`src/hw/rtl/kms_pkg.sv`:
```
// ----------------------------------------------------------------------------
// kms_pkg
// shared types and codes for the keyboard matrix scanner
// ----------------------------------------------------------------------------
package kms_pkg;

	localparam int unsigned MatrixDim = 8;
	localparam int unsigned JoyWidth  = 5;

	// access codes carried in the mode field
	localparam logic [2:0] MODE_KEY      = 3'd0;
	localparam logic [2:0] MODE_JOY_SET  = 3'd1;
	localparam logic [2:0] MODE_PAD_SET  = 3'd2;
	localparam logic [2:0] MODE_READ_ROW = 3'd3;
	localparam logic [2:0] MODE_READ_COL = 3'd4;
	localparam logic [2:0] MODE_READ_PAD = 3'd5;

	// port codes
	localparam logic [1:0] PORT_ONE = 2'd1;
	localparam logic [1:0] PORT_TWO = 2'd2;

	typedef struct packed {
		logic [2:0] mode;
		logic [5:0] key_code;
		logic       key_down;
		logic [1:0] port;
		logic [7:0] joy_bits;
		logic [7:0] pad_x_in;
		logic [7:0] pad_y_in;
		logic [7:0] strobe_req;
	} item_t;

	typedef struct packed {
		logic [7:0] read_value;
		logic [7:0] pad_x_out;
		logic [7:0] pad_y_out;
	} result_t;

endpackage

```
`src/hw/rtl/kms_in_stage.sv`:
```
// ----------------------------------------------------------------------------
// kms_in_stage
// input register and flow control for the scanner pipeline
// ----------------------------------------------------------------------------
module kms_in_stage (
	input  logic           clk,
	input  logic           arst_n,
	input  logic           in_valid,
	output logic           in_stall,
	input  kms_pkg::item_t item,
	input  logic           out_free,
	output logic           advance,
	output kms_pkg::item_t item_s1
);

	logic valid_s1;

	// word moves on when the result register can take it
	assign advance  = valid_s1 & out_free;
	assign in_stall = valid_s1 & ~out_free;

	always_ff @(posedge clk or negedge arst_n) begin
		if (!arst_n) begin
			valid_s1 <= 1'b0;
		end else if (!in_stall) begin
			valid_s1 <= in_valid;
		end
	end

	always_ff @(posedge clk) begin
		if (in_valid && !in_stall) begin
			item_s1 <= item;
		end
	end

endmodule

```
`src/hw/rtl/kms_core.sv`:
```
// ----------------------------------------------------------------------------
// kms_core
// key matrix, joystick and paddle stores with their read logic
// ----------------------------------------------------------------------------
module kms_core (
	input  logic             clk,
	input  logic             arst_n,
	input  logic             advance,
	input  kms_pkg::item_t   item_s1,
	output kms_pkg::result_t result
);

	logic [kms_pkg::MatrixDim-1:0] key_matrix_q [kms_pkg::MatrixDim];
	logic [kms_pkg::JoyWidth-1:0]  joy_one_q;
	logic [kms_pkg::JoyWidth-1:0]  joy_two_q;
	logic [7:0]                    pad_x_q [2];
	logic [7:0]                    pad_y_q [2];

	logic       port_ok;
	logic       pad_idx;
	logic [2:0] key_col;
	logic [2:0] key_row;
	logic [7:0] row_hits;
	logic [7:0] col_hits;
	logic [7:0] active_rows;

	assign port_ok = (item_s1.port == kms_pkg::PORT_ONE) || (item_s1.port == kms_pkg::PORT_TWO);
	// port one maps to entry 0, port two to entry 1
	assign pad_idx = item_s1.port[1];
	assign key_col = item_s1.key_code[5:3];
	assign key_row = item_s1.key_code[2:0];
	assign active_rows = ~item_s1.strobe_req;

	always_comb begin
		row_hits = '0;
		col_hits = '0;
		for (int c = 0; c < kms_pkg::MatrixDim; c++) begin
			if (!item_s1.strobe_req[c]) begin
				row_hits = row_hits | key_matrix_q[c];
			end
			col_hits[c] = |(key_matrix_q[c] & active_rows);
		end
	end

	always_comb begin
		result = '0;
		unique case (item_s1.mode)
			kms_pkg::MODE_READ_ROW: begin
				result.read_value = ~row_hits & ~{3'b000, joy_one_q};
			end
			kms_pkg::MODE_READ_COL: begin
				result.read_value = ~col_hits & ~{3'b000, joy_two_q};
			end
			kms_pkg::MODE_READ_PAD: begin
				if (port_ok) begin
					result.pad_x_out = pad_x_q[pad_idx];
					result.pad_y_out = pad_y_q[pad_idx];
				end
			end
			default: begin
				result = '0;
			end
		endcase
	end

	always_ff @(posedge clk or negedge arst_n) begin
		if (!arst_n) begin
			for (int c = 0; c < kms_pkg::MatrixDim; c++) begin
				key_matrix_q[c] <= '0;
			end
			joy_one_q  <= '0;
			joy_two_q  <= '0;
			pad_x_q[0] <= '0;
			pad_x_q[1] <= '0;
			pad_y_q[0] <= '0;
			pad_y_q[1] <= '0;
		end else if (advance) begin
			unique case (item_s1.mode)
				kms_pkg::MODE_KEY: begin
					key_matrix_q[key_col][key_row] <= item_s1.key_down;
				end
				kms_pkg::MODE_JOY_SET: begin
					if (item_s1.port == kms_pkg::PORT_ONE) begin
						joy_one_q <= item_s1.joy_bits[kms_pkg::JoyWidth-1:0];
					end else if (item_s1.port == kms_pkg::PORT_TWO) begin
						joy_two_q <= item_s1.joy_bits[kms_pkg::JoyWidth-1:0];
					end
				end
				kms_pkg::MODE_PAD_SET: begin
					if (port_ok) begin
						pad_x_q[pad_idx] <= item_s1.pad_x_in;
						pad_y_q[pad_idx] <= item_s1.pad_y_in;
					end
				end
				default: begin
				end
			endcase
		end
	end

endmodule

```
`src/hw/rtl/kms_out_stage.sv`:
```
// ----------------------------------------------------------------------------
// kms_out_stage
// result register with valid/stall handshake
// ----------------------------------------------------------------------------
module kms_out_stage (
	input  logic             clk,
	input  logic             arst_n,
	input  logic             advance,
	input  kms_pkg::result_t result,
	output logic             out_free,
	output logic             out_valid,
	input  logic             out_stall,
	output kms_pkg::result_t result_s2
);

	assign out_free = ~out_valid | ~out_stall;

	always_ff @(posedge clk or negedge arst_n) begin
		if (!arst_n) begin
			out_valid <= 1'b0;
		end else if (out_free) begin
			out_valid <= advance;
		end
	end

	always_ff @(posedge clk) begin
		if (advance) begin
			result_s2 <= result;
		end
	end

endmodule

```
`src/hw/rtl/keyboard_matrix_scanner_top.sv`:
```
// ----------------------------------------------------------------------------
// keyboard_matrix_scanner_top
// 8x8 key matrix with joystick overlays and paddle pairs
// ----------------------------------------------------------------------------
//  channel  handshake              payload
//  input    in_valid / in_stall    mode key_code key_down port joy_bits
//                                  pad_x_in pad_y_in strobe_req
//  output   out_valid / out_stall  read_value pad_x_out pad_y_out
//
//  one word accepted per cycle while in_stall is low; a taken word sits in
//  the input register, and the store update/read logic feeds the result
//  register once that register is free
//  arst_n clears all key, joystick and paddle stores and both valid flags
//  out_stall backs up into in_stall only when both registers are full
// ----------------------------------------------------------------------------
module keyboard_matrix_scanner_top (
	input  logic       clk,
	input  logic       arst_n,
	input  logic       in_valid,
	output logic       in_stall,
	input  logic [2:0] mode,
	input  logic [5:0] key_code,
	input  logic       key_down,
	input  logic [1:0] port,
	input  logic [7:0] joy_bits,
	input  logic [7:0] pad_x_in,
	input  logic [7:0] pad_y_in,
	input  logic [7:0] strobe_req,
	output logic       out_valid,
	input  logic       out_stall,
	output logic [7:0] read_value,
	output logic [7:0] pad_x_out,
	output logic [7:0] pad_y_out
);

	kms_pkg::item_t   item;
	kms_pkg::item_t   item_s1;
	kms_pkg::result_t result;
	kms_pkg::result_t result_s2;
	logic             advance;
	logic             out_free;

	// gather the input word
	assign item = '{
		mode:       mode,
		key_code:   key_code,
		key_down:   key_down,
		port:       port,
		joy_bits:   joy_bits,
		pad_x_in:   pad_x_in,
		pad_y_in:   pad_y_in,
		strobe_req: strobe_req
	};

	// input register and flow control
	kms_in_stage u_in (
		.clk      (clk),
		.arst_n   (arst_n),
		.in_valid (in_valid),
		.in_stall (in_stall),
		.item     (item),
		.out_free (out_free),
		.advance  (advance),
		.item_s1  (item_s1)
	);

	// stores are written as the word leaves the input register, so every
	// read sees all earlier writes in order
	kms_core u_core (
		.clk     (clk),
		.arst_n  (arst_n),
		.advance (advance),
		.item_s1 (item_s1),
		.result  (result)
	);

	// result register
	kms_out_stage u_out (
		.clk       (clk),
		.arst_n    (arst_n),
		.advance   (advance),
		.result    (result),
		.out_free  (out_free),
		.out_valid (out_valid),
		.out_stall (out_stall),
		.result_s2 (result_s2)
	);

	assign read_value = result_s2.read_value;
	assign pad_x_out  = result_s2.pad_x_out;
	assign pad_y_out  = result_s2.pad_y_out;

endmodule

```
`config.mk`:
```
export PLATFORM = sky130hd
export DESIGN_NAME = keyboard_matrix_scanner_top
export DESIGN_NICKNAME = d
export VERILOG_FILES = /design/src/hw/rtl/kms_pkg.sv /design/src/hw/rtl/kms_in_stage.sv /design/src/hw/rtl/kms_core.sv /design/src/hw/rtl/kms_out_stage.sv /design/src/hw/rtl/keyboard_matrix_scanner_top.sv
export SDC_FILE = /design/constraint.sdc
export NUM_CORES = 1
export LEC_CHECK = 0
export ABC_AREA = 1
export CORE_MARGIN = 1
export CORE_UTILIZATION = 55
export CTS_BUF_LIST = sky130_fd_sc_hd__clkbuf_16
export CTS_CLUSTER_DIAMETER = 50
export CTS_CLUSTER_SIZE = 25
export DETAILED_ROUTE_END_ITERATION = 7
export DONT_BUFFER_PORTS = 1
export PLACE_DENSITY_LB_ADDON = 0.25
export SLEW_MARGIN = 20
export SYNTH_ARGS = -nofsm -noshare
export SYNTH_HDL_FRONTEND = slang
export SYNTH_SLANG_ARGS = --single-unit
```
`constraint.sdc`:
```
create_clock -name clk -period 1.99 [get_ports clk]
set_input_delay 0.199 -clock clk [delete_from_list [all_inputs] [get_ports clk]]
set_output_delay 0.199 -clock clk [all_outputs]
set_load 0.005 [all_outputs]
```
==> run metrics, run 1 <==
Peak VDD IR 729 µV; WP data arrival 2110 ps; critical path start-end classification register to register; worst relative slew slack 0.592; Total Wirelength ~20000 µm; period utilisation layout 0.907; Post-synth top cells nand2_1, nand3_1, dfrtp_1, edfxtp_1, o21ai_1; reg-to-reg startpoint u_in.item_s1[33]$_DFFE_PP_; fin util 0.670; die width 120 µm; CP cell instances ha_1 -> inv_1 -> nand3_1 -> nor3_4 -> nand2_2 -> nand2_1 -> nand2_1; port bufs 0; TritonCTS clock tree yes; hold_buf cts 43; post-synth top area share 0.352; total gr overflow 0; # Post-CTS Setup Buffers 0; sequential share of the synthesized area 0.606; largest stage delay on the critical path roughly 420 ps; pin count of the biggest net entering global routing 109; Core ar. 13500 µm²; num rows 42; HP Class primary input to async pin; CP max FO 16; FMAX 554 MHz; max-slew violation count 0; Area contributors post-synth dfrtp_1, edfxtp_1, nand2_1; initial DRC count 826; Final Skew about 9.3 ps; flop-to-flop setup slack 190 ps; Mapped Cells 840; FILL cells 1053; fin crit period between 1500 and 2000 ps; crit start category register; failing checks negative hold slack; Area growth, synth to finish 17.3%; antenna-violating nets left 0; Final Hold Fails 108; First-pass DRT Iterations 6; WHS -535 ps; Pwr per Cell Area 929 nW/µm²; clock-pin slew on the worst setup and hold paths about 70 ps; Required @ worst endpoint around 2300 ps; IO Pins 74; unrepaired setup endpoints after global routing no; vias per cell about 5.9; die area 14400 µm²; status finished, violations left; post-synthesis cell type count 24; Yosys reg bits approximately 170; cell repeated most along the worst path nand2_1; number of diodes 0; post-synthesis cell area slightly below 8000 µm²; FFs w/ async S/R, synth 0.624; initial cell density of the core 0.571; LEAKAGE 3.73 nW; most common cell in the synthesized netlist nand2_1; CTS root buf clkbuf_16; setup ws final 186 ps; crit path to u_core.pad_x_q[10]$_DFFE_PN0P_; R2R depth 7; height of the die 120 µm; final setup TNS 0 ps; initial antenna violation count 0; Ys Warns 0; # setup viols final 0; crit end category register; Primary FF master, synth dfrtp_1; CTS Buffer Depth 2; synthesized area per cell 9.14 µm²; Synth area leader dfrtp_1; slowest CP cell edfxtp_1; Place WS ~110 ps; clk_lat worst skew roughly 430 ps; H-tree Lvls 4; number of global-route vias before repair 6190; FF-to-FF End u_core.pad_x_q[10]$_DFFE_PN0P_; Num CTS Buffers 17; WL/cell 18.2 µm; first-pass GRT wire length roughly 32000 µm; Nets 951; Clock Sinks 173; Post-synth EDFFs 65; GRT Total Usage 0.290; routed vias 6440; max cap viols 0; Critical Path Start u_in.item_s1[33]$_DFFE_PP_; Post-DP HPWL 12700 µm; routability cong. a little over 0.9; Post-route DRC 0; syn nets between 800 and 900; layout cells sized above 1 0.0897; Worst-Margin Slew 609 ps
==> routing by layer <==
layer  part of all wire  GRT usage  up-vias
met5                  0          0        -
met4              0.031      0.119        0
met3              0.082     0.0627       52
met2               0.48      0.469      349
met1               0.40      0.380     3084
li1                   -          -     2955
==> per-stage QoR <==
step	cells	area, µm²	hold WS, ps	power (mW)
after CTS	1090	9000	-546	8.38
after floorplan	840	7680	-96.6	4.87
after global routing	1090	9010	-553	8.66
final	1090	9010	-535	8.37
after global placement	1015	8020	-89.6	5.12
after detailed placement	1015	8020	-90.1	5.17
==> timing repair <==
| action | 4_1_cts | 5_1_grt |
|---|---|---|
| endpoints found under the hold margin | 151 | 108 |
| gates resized for setup | 0 | 3 |
| setup endpoints to repair | 0 | 5 |
==> cell type report <==
type,instances,area (µm²),share of cell area
timing repair buffer,72,677,0.0751
inverter,66,248,0.0275
sequential,173,4650,0.516
clock inverter,15,131,0.0146
clock buffer,17,425,0.0472
tap,176,220,0.0244
multi-input combinational,571,2660,0.295
==> where the power goes <==
part	switching [mW]	internal, mW
logic	0.536	0.303
clock network	1.34	1.82
registers	0.253	4.11
==> critical path, delay by kind of cell, from the launching register on <==
| family | cells | cell delay (ps) |
|---|---|---|
| buffers and inverters | 1 | 80 |
| adders and majority gates | 1 | 300 |
| and+or+nand+nor | 5 | 890 |
| DFF | 1 | 420 |
==> state kept, by name, summed over array words and instances (netlist names) <==
register and count:
u_core.key_matrix_q 64, u_in.item_s1 41, u_out.result_s2 24, u_core.pad_x_q 16, u_core.pad_y_q 16, u_core.joy_one_q 5
u_core.joy_two_q 5, u_in.valid_s1 1, u_out.out_valid 1
==> placed cells by master, fill, tap and decap left out, types with 3 or more instances in the layout <==
cell           instances
a21oi_1               31
buf_4                 26
nor3_1                 9
dfrtp_1              108
dlygate4sd3_1         43
clkinv_1              10
inv_1                 55
clkbuf_16             17
edfxtp_1              65
o21ai_0               23
nand2_1              239
nor3_2                13
o21ai_1               64
clkinv_2               3
nand3_1              116
inv_2                  7
nor2_1                44
nand3b_1               3
o22ai_1               17
==> cells by family (layout without fill, tap and decap cells) <==
| group | count (synthesis) | count (layout) | share of synthesized area |
|---|---|---|---|
| compound gates | 135 | 135 | 0.0907 |
| fa+ha+maj | 2 | 2 | 0.00326 |
| buf+inv | 96 | 170 | 0.0489 |
| flops | 173 | 173 | 0.606 |
| simple gates | 434 | 434 | 0.251 |
==> worst min-delay path by stage <==
stage / from / end / slack [ps] / cells past startpoint
6_report: arst_n / u_core.key_matrix_q[39]$_DFFE_PN0P_ / -530 / 0
5_1_grt: arst_n / u_core.key_matrix_q[47]$_DFFE_PN0P_ / -550 / 0
4_1_cts: arst_n / u_core.pad_y_q[13]$_DFFE_PN0P_ / -550 / 0
3_5_place_dp: arst_n / u_core.pad_x_q[8]$_DFFE_PN0P_ / -90 / 0
3_3_place_gp: arst_n / u_core.pad_x_q[1]$_DFFE_PN0P_ / -90 / 0
2_1_floorplan: arst_n / u_core.joy_one_q[0]$_DFFE_PN0P_ / -100 / 0
(Power assumes the default switching activity.)
==> run 2: changes to the inputs <==
--- a/config.mk
+++ b/config.mk
@@ -14,6 +14,7 @@
 export DETAILED_ROUTE_END_ITERATION = 7
 export DONT_BUFFER_PORTS = 1
 export PLACE_DENSITY_LB_ADDON = 0.25
+export REMOVE_ABC_BUFFERS = 1
 export SLEW_MARGIN = 20
 export SYNTH_ARGS = -nofsm -noshare
 export SYNTH_HDL_FRONTEND = slang
==> run metrics, run 2 (same netlist as run 1, synthesis figures left out) <==
Largest regs u_core.key_matrix_q: 64 flops, u_in.item_s1: 41 flops, u_out.result_s2: 24 flops; antenna-violating nets left 0; TritonCTS clock tree yes; Area growth, synth to finish 17.2%; Total Wirelength 19500 µm; Post-DP HPWL between 10000 and 15000 µm; hold_buf cts 43; cts repair resizes 0; Peak VDD IR 777 µV; Final Hold Fails 108; Place WS 79.2 ps; # Post-CTS Setup Buffers 0; Critical Path Start u_in.item_s1[33]$_DFFE_PP_; status finished, violations left; routability cong. 0.966; port bufs 0; H-tree Lvls 4; First-pass DRT Iterations 5; initial DRC count 701; routed vias 6386; die area 14400 µm²; unrepaired setup endpoints after global routing yes; leading cell type in the layout, fill and taps excluded nand2_1; number of diodes 0; FMAX 525 MHz; die width 120 µm; CTS root buf clkbuf_16; setup ws final 84.1 ps; crit start category register; max FFs per register between 60 and 70; Pwr per Cell Area 914 nW/µm²; R2R depth 7; failing checks negative hold slack; most frequent cells in the layout nand2_1, nand3_1, dfrtp_1; total gr overflow 0; flop-to-flop setup slack 80 ps; Core ar. 13500 µm²; period utilisation layout 0.958; WP data arrival approximately 2200 ps; worst relative slew slack 0.560; clk_lat worst skew roughly 430 ps; final non-filler cell total ~1.1k; Reg area 4650 µm²; Post-route DRC 0; num rows 42; Num CTS Buffers 17; GRT Total Usage 0.291; vias per cell 5.85; Worst-Margin Slew 656 ps; Clock Sinks roughly 170; max-slew violation count 0; IO Pins 74; final setup TNS 0 ps; max cap viols 0; critical path start-end classification register to register; post-placement cell count 1017; Nets around 950; initial cell density of the core 0.571; Largest Register u_core.key_matrix_q; # setup viols final 0; layout cells sized above 1 0.0972; reg-to-reg startpoint u_in.item_s1[33]$_DFFE_PP_; HP Class primary input to async pin; first-pass GRT wire length 31700 µm; number of global-route vias before repair 6377; FF-to-FF End u_core.pad_x_q[10]$_DFFE_PN0P_; fin crit period approximately 1900 ps; FILL cells 1086; area of the multi-input gates roughly 2700 µm²; LEAKAGE 3.73 nW; CP max FO 16; pin count of the biggest net entering global routing about 110; WHS -534 ps; initial antenna violation count 0; crit path to u_core.pad_x_q[10]$_DFFE_PN0P_; clock-pin slew on the worst setup and hold paths 60 ps; CTS Buffer Depth 2; crit end category register; fin util 0.669; WL/cell between 15 and 20 µm; Required @ worst endpoint 2310 ps; Final Skew 9.19 ps; height of the die approximately 120 µm
-- run 2: cell types whose count changed in the layout (fill, tap and decap cells not counted), moves of 2 or more --
cell	delta
inv_1	-2
bufinv_16	-2
buf_4	+3
clkinv_1	-4
inv_6	+3
-- run 2: per-layer routing --
layer,vias up,global-route usage,wire (µm)
met5,-,0,0
met4,0,0.120,434
met3,40,0.0585,1570
met2,329,0.453,9460
met1,3062,0.400,8010
li1,2955,-,-
-- run 2: power breakdown --
group          internal (mW)  switching (mW)  leakage (nW)  total [mW]
Combinational          0.300           0.521          1.37       0.821
Sequential              4.11           0.247          2.10        4.36
Clock                   1.61            1.44         0.264        3.05
Total                   6.02            2.21          3.73        8.23
-- run 2: layout make-up --
class / count / area share
sequential: 173 / 0.517
multi-input combinational: 571 / 0.295
timing repair buffer: 74 / 0.0765
clock buffer: 17 / 0.0473
inverter: 66 / 0.0275
tap: 176 / 0.0245
clock inverter: 15 / 0.0124
-- run 2: worst min-delay path by stage --
stage | startpoint | end | slack [ps]
2_1_floorplan | arst_n | u_core.joy_one_q[0]$_DFFE_PN0P_ | -100
3_3_place_gp | arst_n | u_core.key_matrix_q[43]$_DFFE_PN0P_ | -90
3_5_place_dp | arst_n | u_core.key_matrix_q[43]$_DFFE_PN0P_ | -90
4_1_cts | arst_n | u_core.key_matrix_q[19]$_DFFE_PN0P_ | -550
5_1_grt | arst_n | u_core.key_matrix_q[41]$_DFFE_PN0P_ | -560
6_report | arst_n | u_core.key_matrix_q[43]$_DFFE_PN0P_ | -530
-- run 2: critical path: stages (launching register included) --
cell      delay, ps
edfxtp_1        410
ha_1            300
inv_1            90
nand3_1         130
nor3_4          330
nand2_2         320
nand2_1         150
nand2_1          70
-- run 2: through the flow --
step | hold slack, ps | cell area, µm² | power (mW)
2_1_floorplan | -96.6 | 7550 | 4.85
3_3_place_gp | -91.3 | 8030 | 5.10
3_5_place_dp | -91.7 | 8030 | 5.16
4_1_cts | -552 | 9000 | 8.25
5_1_grt | -559 | 9000 | 8.54
6_report | -534 | 9000 | 8.23
==> run 3: changes to the inputs <==
--- a/config.mk
+++ b/config.mk
@@ -6,8 +6,10 @@
 export NUM_CORES = 1
 export LEC_CHECK = 0
 export ABC_AREA = 1
-export CORE_MARGIN = 1
-export CORE_UTILIZATION = 55
+export CELL_PAD_IN_SITES_DETAIL_PLACEMENT = 0
+export CELL_PAD_IN_SITES_GLOBAL_PLACEMENT = 1
+export CORE_MARGIN = 5
+export CORE_UTILIZATION = 49
 export CTS_BUF_LIST = sky130_fd_sc_hd__clkbuf_16
 export CTS_CLUSTER_DIAMETER = 50
 export CTS_CLUSTER_SIZE = 25
==> run metrics, run 3 (same netlist as run 1, synthesis figures left out) <==
worst relative slew slack 0.570; final setup TNS 0 ps; Nets 950; period utilisation layout 0.899; P_int 6.33 mW; Seq pwr share 0.505; height of the die 135 µm; failing checks negative hold slack; Largest Register u_core.key_matrix_q; critical path start-end classification register to register; CTS Buffer Depth 2; crit end category register; die width 135 µm; GRT Total Usage 0.224; Area growth, synth to finish 18.7%; clock group share of total power 0.401; Num CTS Buffers 17; Final Skew 8.19 ps; Sw Ratio 0.266; leading cell type in the layout, fill and taps excluded nand2_1; # setup viols final 0; Core ar. 15300 µm²; max FFs per register 64; Psw around 2.3 mW; # Post-CTS Setup Buffers 0; Final Hold Fails 108; IO Pins 74; num rows 45; Largest regs u_core.key_matrix_q: 64 flops, u_in.item_s1: 41 flops, u_out.result_s2: 24 flops; Place WS slightly below 200 ps; Total Wirelength about 19000 µm; CP max FO 16; vias per cell ~5.5; initial antenna violation count 0; Comb pwr share 0.095; max-slew violation count 0; first-pass GRT wire length 31600 µm; antenna-violating nets left 0; number of diodes 0; total gr overflow 0; Post-DP HPWL 12500 µm; First-pass DRT Iterations 5; most frequent cells in the layout nand2_1, nand3_1, dfrtp_1; initial DRC count 684; number of global-route vias before repair around 6k; max cap viols 0; status finished, violations left; FMAX ~560 MHz; layout cells sized above 1 0.0953; initial cell density of the core 0.502; Post-route DRC 0; clk_lat worst skew 430 ps; Clock Sinks 173; pin count of the biggest net entering global routing approximately 110; WP data arrival 2110 ps; port bufs 0; Required @ worst endpoint 2310 ps; hold_buf cts 43; routability cong. approximately 0.91; fin area 9120 µm²; routed vias 6152; Pwr per Cell Area 946 nW/µm²; Post-DP Area 8070 µm²; WL/cell roughly 17 µm; WHS -534 ps; die area about 18000 µm²; unrepaired setup endpoints after global routing no; HP Class primary input to async pin; Worst-Margin Slew 641 ps; setup ws final 200 ps; fin crit period 1790 ps; cts repair resizes 0; TritonCTS clock tree yes; H-tree Lvls 4; LEAKAGE 3.75 nW; CTS root buf clkbuf_16; Peak VDD IR 605 µV; clock-pin slew on the worst setup and hold paths 70 ps; crit start category register
==> run 3: final cells by class <==
type / count / area, µm²
tap: 211 / 264
inverter: 66 / 248
timing repair buffer: 71 / 678
sequential: 173 / 4650
multi-input combinational: 571 / 2650
clock inverter: 15 / 196
clock buffer: 17 / 425
fill: 1341 / 6200
==> run 3: routing by layer <==
metal,wire (µm),global-route usage
met5,0,0
met1,8750,0.319
met3,1250,0.0409
met2,9110,0.353
met4,245,0.0672
==> run 3: power by group through the flow <==
stage | clock (mW) | combinational (mW) | sequential (mW)
2_1_floorplan | 0 | 0.490 | 4.36
3_3_place_gp | 0 | 0.714 | 4.41
3_5_place_dp | 0 | 0.743 | 4.41
4_1_cts | 3.51 | 0.815 | 4.35
5_1_grt | 3.67 | 0.929 | 4.40
6_report | 3.45 | 0.817 | 4.35
==> run 3: metrics by stage <==
step            util  std cells  power, mW
5_1_grt        0.595       1124       9.00
6_report       0.595       1124       8.62
2_1_floorplan      -        810       4.85
3_5_place_dp   0.527       1049       5.16
4_1_cts        0.595       1124       8.67
3_3_place_gp   0.527       1049       5.12
==> run 3: critical path: stages (launching register included) <==
cell	delay, ps
edfxtp_1	420
ha_1	290
inv_1	70
nand3_1	120
nor3_4	250
nand2_2	290
nand2_1	160
nand2_1	70
==> run 3: path summary, 6_finish.rpt <==
| path | from | depth (start not counted) | slack (ps) | to |
|---|---|---|---|---|
| max reg2reg | u_in.item_s1[33]$_DFFE_PP_ | 7 | 200 | u_core.pad_y_q[6]$_DFFE_PN0P_ |
| max in group asynchronous | arst_n | 0 | 2350 | u_core.pad_x_q[6]$_DFFE_PN0P_ |
| min | arst_n | 0 | -530 | u_core.key_matrix_q[13]$_DFFE_PN0P_ |
| min in group clk | mode[2] | 1 | 390 | u_in.item_s1[43]$_DFFE_PP_ |
| max | u_in.item_s1[33]$_DFFE_PP_ | 7 | 200 | u_core.pad_y_q[6]$_DFFE_PN0P_ |
| min reg2reg | u_core.pad_x_q[12]$_DFFE_PN0P_ | 2 | 470 | u_core.pad_x_q[12]$_DFFE_PN0P_ |
